$ cat src/hw/rtl/ecmc_pkg.sv
`timescale 1ns / 1ps
// ----------------------------------------------------------------------------
// ecmc_pkg
// Shared types, codes and motor patterns for the encoder move controller.
// ----------------------------------------------------------------------------
package ecmc_pkg;

  // Field widths
  localparam int unsigned ActionW = 2;
  localparam int unsigned KindW   = 3;
  localparam int unsigned AmountW = 15;
  localparam int unsigned TargetW = 13;
  localparam int unsigned CountW  = 16;
  localparam int unsigned MotorW  = 4;

  // Byte-padded word widths
  localparam int unsigned InDataW  = 24;  // kind + amount, padded
  localparam int unsigned OutDataW = 8;   // motor + busy + done, padded

  // Saturation limits
  localparam logic [TargetW-1:0] TargetMax = {TargetW{1'b1}};
  localparam logic [CountW-1:0]  CountMax  = {CountW{1'b1}};

  // Reciprocal of 5: floor(x * Recip5 / 2^Recip5Shift) == x / 5 for 15-bit x
  localparam int unsigned RecipW      = 16;
  localparam int unsigned Recip5Shift = 18;
  localparam logic [RecipW-1:0] Recip5 = 16'd52429;

  // What an input word carries
  typedef enum logic [ActionW-1:0] {
    ACT_MOVE  = 2'd0,
    ACT_LEFT  = 2'd1,
    ACT_RIGHT = 2'd2,
    ACT_NONE  = 2'd3
  } action_t;

  // Move kinds; the code above stop is treated as stop
  typedef enum logic [KindW-1:0] {
    KIND_FWD    = 3'd0,
    KIND_BWD    = 3'd1,
    KIND_SOFT_R = 3'd2,
    KIND_SOFT_L = 3'd3,
    KIND_HARD_R = 3'd4,
    KIND_HARD_L = 3'd5,
    KIND_STOP   = 3'd6
  } kind_t;

  // Motor pin patterns
  localparam logic [MotorW-1:0] PatFwd   = 4'h6;
  localparam logic [MotorW-1:0] PatBwd   = 4'h9;
  localparam logic [MotorW-1:0] PatSoftR = 4'h2;
  localparam logic [MotorW-1:0] PatSoftL = 4'h4;
  localparam logic [MotorW-1:0] PatHardR = 4'hA;
  localparam logic [MotorW-1:0] PatHardL = 4'h5;
  localparam logic [MotorW-1:0] PatStop  = 4'h0;

  // Registered input word
  typedef struct packed {
    action_t              action;
    logic [KindW-1:0]     move_kind;
    logic [AmountW-1:0]   amount;
  } item_t;

  // Motor pattern for a kind
  function automatic logic [MotorW-1:0] drive_pattern(input kind_t kind);
    logic [MotorW-1:0] pat;
    case (kind)
      KIND_FWD:    pat = PatFwd;
      KIND_BWD:    pat = PatBwd;
      KIND_SOFT_R: pat = PatSoftR;
      KIND_SOFT_L: pat = PatSoftL;
      KIND_HARD_R: pat = PatHardR;
      KIND_HARD_L: pat = PatHardL;
      default:     pat = PatStop;
    endcase
    return pat;
  endfunction

endpackage

$ cat src/hw/rtl/ecmc_target.sv
`timescale 1ns / 1ps
// ----------------------------------------------------------------------------
// ecmc_target
// Pulse target for a move command: distance / 5, soft angle / 2,
// hard angle / 4, zero for stop; saturated to the target width.
// ----------------------------------------------------------------------------
module ecmc_target (
  input  ecmc_pkg::kind_t                   kind,
  input  logic [ecmc_pkg::AmountW-1:0]      amount,
  output logic [ecmc_pkg::TargetW-1:0]      target
);

  localparam int unsigned ProdW = ecmc_pkg::AmountW + ecmc_pkg::RecipW;

  logic [ProdW-1:0]                 prod5;
  logic [ecmc_pkg::TargetW-1:0]     div5;
  logic [ecmc_pkg::AmountW-2:0]     div2;
  logic [ecmc_pkg::TargetW-1:0]     div4;

  // Divide by the constants
  assign prod5 = ProdW'(amount) * ProdW'(ecmc_pkg::Recip5);
  assign div5  = prod5[ecmc_pkg::Recip5Shift +: ecmc_pkg::TargetW];
  assign div2  = amount[ecmc_pkg::AmountW-1:1];
  assign div4  = amount[ecmc_pkg::AmountW-1:2];

  // Select by kind; saturate the half-angle case
  always_comb begin
    case (kind)
      ecmc_pkg::KIND_FWD,
      ecmc_pkg::KIND_BWD: begin
        target = div5;
      end
      ecmc_pkg::KIND_SOFT_R,
      ecmc_pkg::KIND_SOFT_L: begin
        if (div2 > (ecmc_pkg::AmountW-1)'(ecmc_pkg::TargetMax)) begin
          target = ecmc_pkg::TargetMax;
        end else begin
          target = div2[ecmc_pkg::TargetW-1:0];
        end
      end
      ecmc_pkg::KIND_HARD_R,
      ecmc_pkg::KIND_HARD_L: begin
        target = div4;
      end
      default: begin
        target = '0;
      end
    endcase
  end

endmodule

$ cat src/hw/rtl/encoder_counted_move_controller_core.sv
`timescale 1ns / 1ps
// An accepted input word passes the input register, then the result register.
// Throughput: one word per cycle without back-pressure; both registers run back to back.
// Reset (rst, synchronous, active high): both pulse counts and the target
// clear, the move is stopped (kind stop, not moving), both word registers empty.
// Every input word yields exactly one result word.
// ----------------------------------------------------------------------------
// encoder_counted_move_controller_core
// Move commands set a pulse target; wheel encoder pulses count toward it.
// Drives the motor pattern while moving and flags done when the move ends.
// ----------------------------------------------------------------------------
module encoder_counted_move_controller_core (
  input  logic                              clk,
  input  logic                              rst,
  // Input words
  input  logic                              s_axis_tvalid,
  output logic                              s_axis_tready,
  input  logic [ecmc_pkg::InDataW-1:0]      s_axis_tdata,   // [2:0] move_kind, [17:3] amount
  input  logic [ecmc_pkg::ActionW-1:0]      s_axis_tuser,   // [1:0] action
  // Result words
  output logic                              m_axis_tvalid,
  input  logic                              m_axis_tready,
  output logic [ecmc_pkg::OutDataW-1:0]     m_axis_tdata    // [3:0] motor_pattern,
                                                            // [4] busy_res, [5] done_res
);

  localparam int unsigned KindLo   = 0;
  localparam int unsigned AmountLo = ecmc_pkg::KindW;
  localparam int unsigned ResW     = ecmc_pkg::MotorW + 2;

  // Word registers
  logic                              in_valid;
  ecmc_pkg::item_t                   in_item;
  logic                              out_valid;
  logic [ResW-1:0]                   out_res;
  logic                              advance;

  // Move state
  logic [ecmc_pkg::CountW-1:0]       left_pulses;
  logic [ecmc_pkg::CountW-1:0]       right_pulses;
  logic [ecmc_pkg::TargetW-1:0]      target_pulses;
  ecmc_pkg::kind_t                   active_kind;
  logic                              moving;

  logic [ecmc_pkg::CountW-1:0]       left_pulses_next;
  logic [ecmc_pkg::CountW-1:0]       right_pulses_next;
  logic [ecmc_pkg::TargetW-1:0]      target_pulses_next;
  ecmc_pkg::kind_t                   active_kind_next;
  logic                              moving_next;
  logic                              done_next;

  ecmc_pkg::kind_t                   cmd_kind;
  logic [ecmc_pkg::TargetW-1:0]      cmd_target;
  logic [ecmc_pkg::CountW-1:0]       target_wide;
  logic [ecmc_pkg::CountW-1:0]       left_bumped;
  logic [ecmc_pkg::CountW-1:0]       right_bumped;
  logic                              left_hit;
  logic                              right_hit;
  logic                              hit;
  logic [ecmc_pkg::MotorW-1:0]       motor_next;

  // Move one word forward when the result register is free or drained
  assign advance       = in_valid && (!out_valid || m_axis_tready);
  assign s_axis_tready = !in_valid || advance;

  // Capture input word
  always_ff @(posedge clk) begin
    if (rst) begin
      in_valid <= 1'b0;
    end else if (s_axis_tready) begin
      in_valid <= s_axis_tvalid;
    end
  end

  always_ff @(posedge clk) begin
    if (s_axis_tready && s_axis_tvalid) begin
      in_item.action    <= ecmc_pkg::action_t'(s_axis_tuser);
      in_item.move_kind <= s_axis_tdata[KindLo +: ecmc_pkg::KindW];
      in_item.amount    <= s_axis_tdata[AmountLo +: ecmc_pkg::AmountW];
    end
  end

  // Clamp the unused kind code to stop
  always_comb begin
    if (in_item.move_kind > ecmc_pkg::KindW'(ecmc_pkg::KIND_STOP)) begin
      cmd_kind = ecmc_pkg::KIND_STOP;
    end else begin
      cmd_kind = ecmc_pkg::kind_t'(in_item.move_kind);
    end
  end

  ecmc_target u_target (
    .kind   (cmd_kind),
    .amount (in_item.amount),
    .target (cmd_target)
  );

  // Advance the pulsed wheel's count, saturating at the top
  assign left_bumped  = (in_item.action == ecmc_pkg::ACT_LEFT &&
                         left_pulses != ecmc_pkg::CountMax) ? left_pulses + 1'b1
                                                            : left_pulses;
  assign right_bumped = (in_item.action == ecmc_pkg::ACT_RIGHT &&
                         right_pulses != ecmc_pkg::CountMax) ? right_pulses + 1'b1
                                                             : right_pulses;

  // Target reached on the counts after this pulse
  assign target_wide = ecmc_pkg::CountW'(target_pulses);
  assign left_hit    = left_bumped >= target_wide;
  assign right_hit   = right_bumped >= target_wide;

  always_comb begin
    case (active_kind)
      ecmc_pkg::KIND_SOFT_L: hit = right_hit;
      ecmc_pkg::KIND_HARD_R,
      ecmc_pkg::KIND_HARD_L: hit = left_hit || right_hit;
      default:               hit = left_hit;
    endcase
  end

  // Next move state for the word in the input register
  always_comb begin
    left_pulses_next   = left_pulses;
    right_pulses_next  = right_pulses;
    target_pulses_next = target_pulses;
    active_kind_next   = active_kind;
    moving_next        = moving;
    done_next          = 1'b0;
    case (in_item.action)
      ecmc_pkg::ACT_MOVE: begin
        left_pulses_next  = '0;
        right_pulses_next = '0;
        if (cmd_kind == ecmc_pkg::KIND_STOP || cmd_target == '0) begin
          target_pulses_next = '0;
          active_kind_next   = ecmc_pkg::KIND_STOP;
          moving_next        = 1'b0;
          done_next          = 1'b1;
        end else begin
          target_pulses_next = cmd_target;
          active_kind_next   = cmd_kind;
          moving_next        = 1'b1;
        end
      end
      ecmc_pkg::ACT_LEFT: begin
        left_pulses_next = left_bumped;
        if (moving && hit) begin
          active_kind_next = ecmc_pkg::KIND_STOP;
          moving_next      = 1'b0;
          done_next        = 1'b1;
        end
      end
      ecmc_pkg::ACT_RIGHT: begin
        right_pulses_next = right_bumped;
        if (moving && hit) begin
          active_kind_next = ecmc_pkg::KIND_STOP;
          moving_next      = 1'b0;
          done_next        = 1'b1;
        end
      end
      default: begin
        done_next = 1'b0;
      end
    endcase
  end

  assign motor_next = moving_next ? ecmc_pkg::drive_pattern(active_kind_next)
                                  : ecmc_pkg::PatStop;

  // Commit state on each advanced word
  always_ff @(posedge clk) begin
    if (rst) begin
      left_pulses   <= '0;
      right_pulses  <= '0;
      target_pulses <= '0;
      active_kind   <= ecmc_pkg::KIND_STOP;
      moving        <= 1'b0;
    end else if (advance) begin
      left_pulses   <= left_pulses_next;
      right_pulses  <= right_pulses_next;
      target_pulses <= target_pulses_next;
      active_kind   <= active_kind_next;
      moving        <= moving_next;
    end
  end

  // Hold the result word until taken
  always_ff @(posedge clk) begin
    if (rst) begin
      out_valid <= 1'b0;
    end else if (advance) begin
      out_valid <= 1'b1;
    end else if (m_axis_tready) begin
      out_valid <= 1'b0;
    end
  end

  always_ff @(posedge clk) begin
    if (advance) begin
      out_res <= {done_next, moving_next, motor_next};
    end
  end

  assign m_axis_tvalid = out_valid;
  assign m_axis_tdata  = {(ecmc_pkg::OutDataW-ResW)'(0), out_res};

endmodule
$ cat config.mk
export PLATFORM = sky130hd
export DESIGN_NAME = encoder_counted_move_controller_core
export DESIGN_NICKNAME = d
export VERILOG_FILES = /design/src/hw/rtl/ecmc_pkg.sv /design/src/hw/rtl/ecmc_target.sv /design/src/hw/rtl/encoder_counted_move_controller_core.sv
export SDC_FILE = /design/constraint.sdc
export NUM_CORES = 1
export LEC_CHECK = 0
export BUFFER_PORTS_ARGS = -buffer_cell sky130_fd_sc_hd__buf_2
export CAP_MARGIN = 10
export CORE_MARGIN = 4
export CORE_UTILIZATION = 48
export DETAILED_ROUTE_END_ITERATION = 7
export SLEW_MARGIN = 0
export SYNTH_ARGS = -nofsm -noshare
export SYNTH_HDL_FRONTEND = slang
export SYNTH_SLANG_ARGS = --single-unit
export TNS_END_PERCENT = 50
$ cat constraint.sdc
create_clock -name clk -period 7.9 [get_ports clk]
set_clock_uncertainty 0.1 [all_clocks]
set_input_delay 0.79 -clock clk [delete_from_list [all_inputs] [get_ports clk]]
set_output_delay 0.79 -clock clk [all_outputs]
set_load 0.005 [all_outputs]
==> run metrics <==
power share of the sequential group=13.3%; Syn Inst Count=1012; initial antenna violation count=0; clock network fraction of design power=12.7%; asr flop ratio synth=0%; I/O Buffers=31; row cnt=49; Setup Crit Path Kind=flip-flop to flip-flop; CP Max Fanout=8; Vias per Instance=5.71; share of cells above drive strength 1=8.70%; post-CTS setup repair buffer count=0; final RePlAce weighted congestion=0.951; setup violators final=0; library cells used by synthesis=80; worst-margin pin slew=0.994 ns; die area=20600 µm²; Core ar.=18000 µm²; antenna viol nets, final=0; required time of the critical path=7.89 ns; Clock Pin Slew Worst Setup and Hold Paths=0.06 ns; Pleak=4.27 nW; Vias=7219; hold-fix buffers at CTS=0; die height=144 µm; die width=144 µm; Primary FF master, synth=dfxtp_1; CTS tree=built; vias in the first global route=7096; number of synthesized flops with an enable pin=26; filler-free cell count of the finished design=1264; DRC=0; Max Buffers Root-to-Sink=2; switch share=52.0%; fin crit share=91.3%; final hold vios=0; sw power=1.70 mW; average wire per standard cell=17.3 µm; final count of pins violating max slew=0; Routed WL=21.9 mm; Gate power share=74.0%; total gr overflow=0; Yosys reg bits=77; Yosys warning count=0; Pwr Total=3.28 mW; Pre-antenna DRT Iters=5; cts bufs inserted=9; Cells after DPL=1248; Int Power=1.57 mW; H-tree lvl count=3; crit end category=flip-flop; global-route wire length before repair=36.6 mm; post-synthesis cell area=8830 µm²; DP Wirelength=17.5 mm; Clk Latency, worst-skew pair=0.34 ns; area delta synth->final=7.33%; maximum vdd drop=301 µV; fillers=1720; sequential fraction of the synthesis area=20.4%; Nets=1262; unrepaired setup endpoints after global routing=false; PD cells=346 nW/µm²; multi-input gate area in the final layout=6440 µm²; clock sinks=77; I/O Pins=40; Setup Total Neg Slack=0 ns; CP arrival=7.21 ns; slew margin rel.=33.7%; sequential standard cell area=1800 µm²; status=finished, final reports clean; Hold Crit Class=flip-flop to flip-flop; GRT Resource Usage Total=22.2%; Max-cap violations=0; Avg Inst Size Synth=8.72 µm²; largest net degree at the start of global routing=50; crit path time final=7.21 ns; DR iter-0 viols=528; root buffer cell=clkbuf_16; # diodes=0; crit start category=flip-flop; post-cts sizing count=0; FMAX=139 MHz; initial core utilization=49.0%
==> critical path: stages, from the launching register on <==
cell	delay (ns)
edfxtp_1	0.64
inv_1	0.10
ha_1	0.38
fa_1	0.59
fa_1	0.48
fa_1	0.54
fa_1	0.55
inv_1	0.04
ha_1	0.28
ha_1	0.42
a21oi_2	0.24
o21ai_0	0.11
a21oi_1	0.27
nand2_2	0.13
xor2_1	0.17
a221oi_1	0.47
and2_1	0.20
nand4_1	0.14
nor4_4	0.57
a2bb2oi_2	0.30
xor2_1	0.18
nor3_1	0.06
==> per-stage QoR <==
step	setup slack (ns)	util [%]	hold WS (ns)	cell area, µm²
final	0.685	52.6	0.354	9470
after global routing	0.224	52.6	0.384	9470
after CTS	0.743	52.6	0.357	9470
after detailed placement	0.792	50.9	0.349	9180
after global placement	0.817	50.9	0.346	9180
after floorplan	1.36	-	0.336	8830
==> power by group through the flow <==
stage	combinational, mW	clock [mW]	sequential (mW)
finish	2.42	0.415	0.437
global route	2.75	0.437	0.438
CTS	2.41	0.421	0.437
detailed placement	2.38	0	0.445
global placement	2.38	0	0.445
floorplan	1.91	0	0.440
==> cell usage in the layout (no fill, tap or decap), types with 3 or more instances in the layout <==
cell        instances
a21o_1             12
xnor2_1            27
nor2_1             99
o21ai_0            42
and3_1              9
nand2_1            68
inv_1             113
and2_1             11
buf_2              31
a21oi_1            65
a221oi_1            3
ha_1              146
or3_1               5
a31oi_1             3
xor2_1             17
clkinvlp_4          4
buf_4               9
nor2b_1             7
clkbuf_16           9
o21ai_2             3
o22ai_1             3
a211oi_1           19
nand3_1            31
o21a_1              6
fa_1               56
a221oi_2            3
o21ai_1             7
a22oi_1            18
and4_1              5
nor3_1             23
a21oi_2             6
o211ai_1            5
or2_2               5
nor4_1              6
nand2_2             3
edfxtp_1           26
mux2i_1             3
nand2b_1            9
dfxtp_1            51
nand4_1            17
==> sequential cells by signal, indices dropped and copies added, names as in the netlist <==
signal	cells
in_valid	1
left_pulses	16
target_pulses	13
moving	1
right_pulses	16
out_res	6
m_axis_tvalid	1
in_item	20
active_kind	3
==> logic make-up (layout without fill, tap and decap cells) <==
| group | count (synthesis) | in the layout | synth area share [%] |
|---|---|---|---|
| xor gates and xnor gates | 44 | 44 | 4.37 |
| muxes | 4 | 4 | 0.468 |
| other | 1 | 2 | 0.0425 |
| and+or+nand+nor | 313 | 313 | 17.7 |
| DFF | 77 | 77 | 20.4 |
| buffers and inverters | 147 | 169 | 6.62 |
| adders and majority gates | 202 | 202 | 33.4 |
| AOI/OAI and AO/OA | 224 | 224 | 17.0 |
==> metal layers <==
| metal | vias up | GRT usage (%) | wire length [µm] |
|---|---|---|---|
| met3 | 10 | 4.23 | 1480 |
| met1 | 3412 | 34.6 | 11200 |
| li1 | 3601 | - | - |
| met4 | 0 | 3.42 | 123 |
| met2 | 196 | 32.6 | 9080 |
| met5 | - | 0 | 0 |
==> synth_stat cells (11+ instances only) <==
master    instances  area, µm²
and2_1           11       68.8
o21ai_0          42        210
nor3_1           23        115
nand3_1          31        155
a21o_1           12       90.1
fa_1             56       1120
xor2_1           17        149
nand2_1          68        255
nand4_1          17        106
a211oi_1         19        143
a22oi_1          18        135
clkbuf_1         19       71.3
nor2_1           99        372
inv_1           113        424
xnor2_1          27        236
a21oi_1          65        325
edfxtp_1         26        781
ha_1            146       1830
dfxtp_1          51       1020
==> path summary, 6_finish.rpt <==
kind | start | end | slack, ns | cells past startpoint
worst max-delay path | in_item[7] | out_res[3] | 0.69 | 21
worst min register to register | target_pulses[4] | target_pulses[4] | 0.35 | 2
worst max register to register | in_item[7] | out_res[3] | 0.69 | 21
worst min-delay path | target_pulses[4] | target_pulses[4] | 0.35 | 2
==> area by class of cell <==
cell class	count	area share, %
repair buffers	40	2.35
clock inverters	6	0.687
inverters	113	4.48
clock buffers	10	2.42
multi-input cells	789	68.0
well taps	229	3.02
flip-flops and latches	77	19.0
Power figures use the tool's default switching activity.
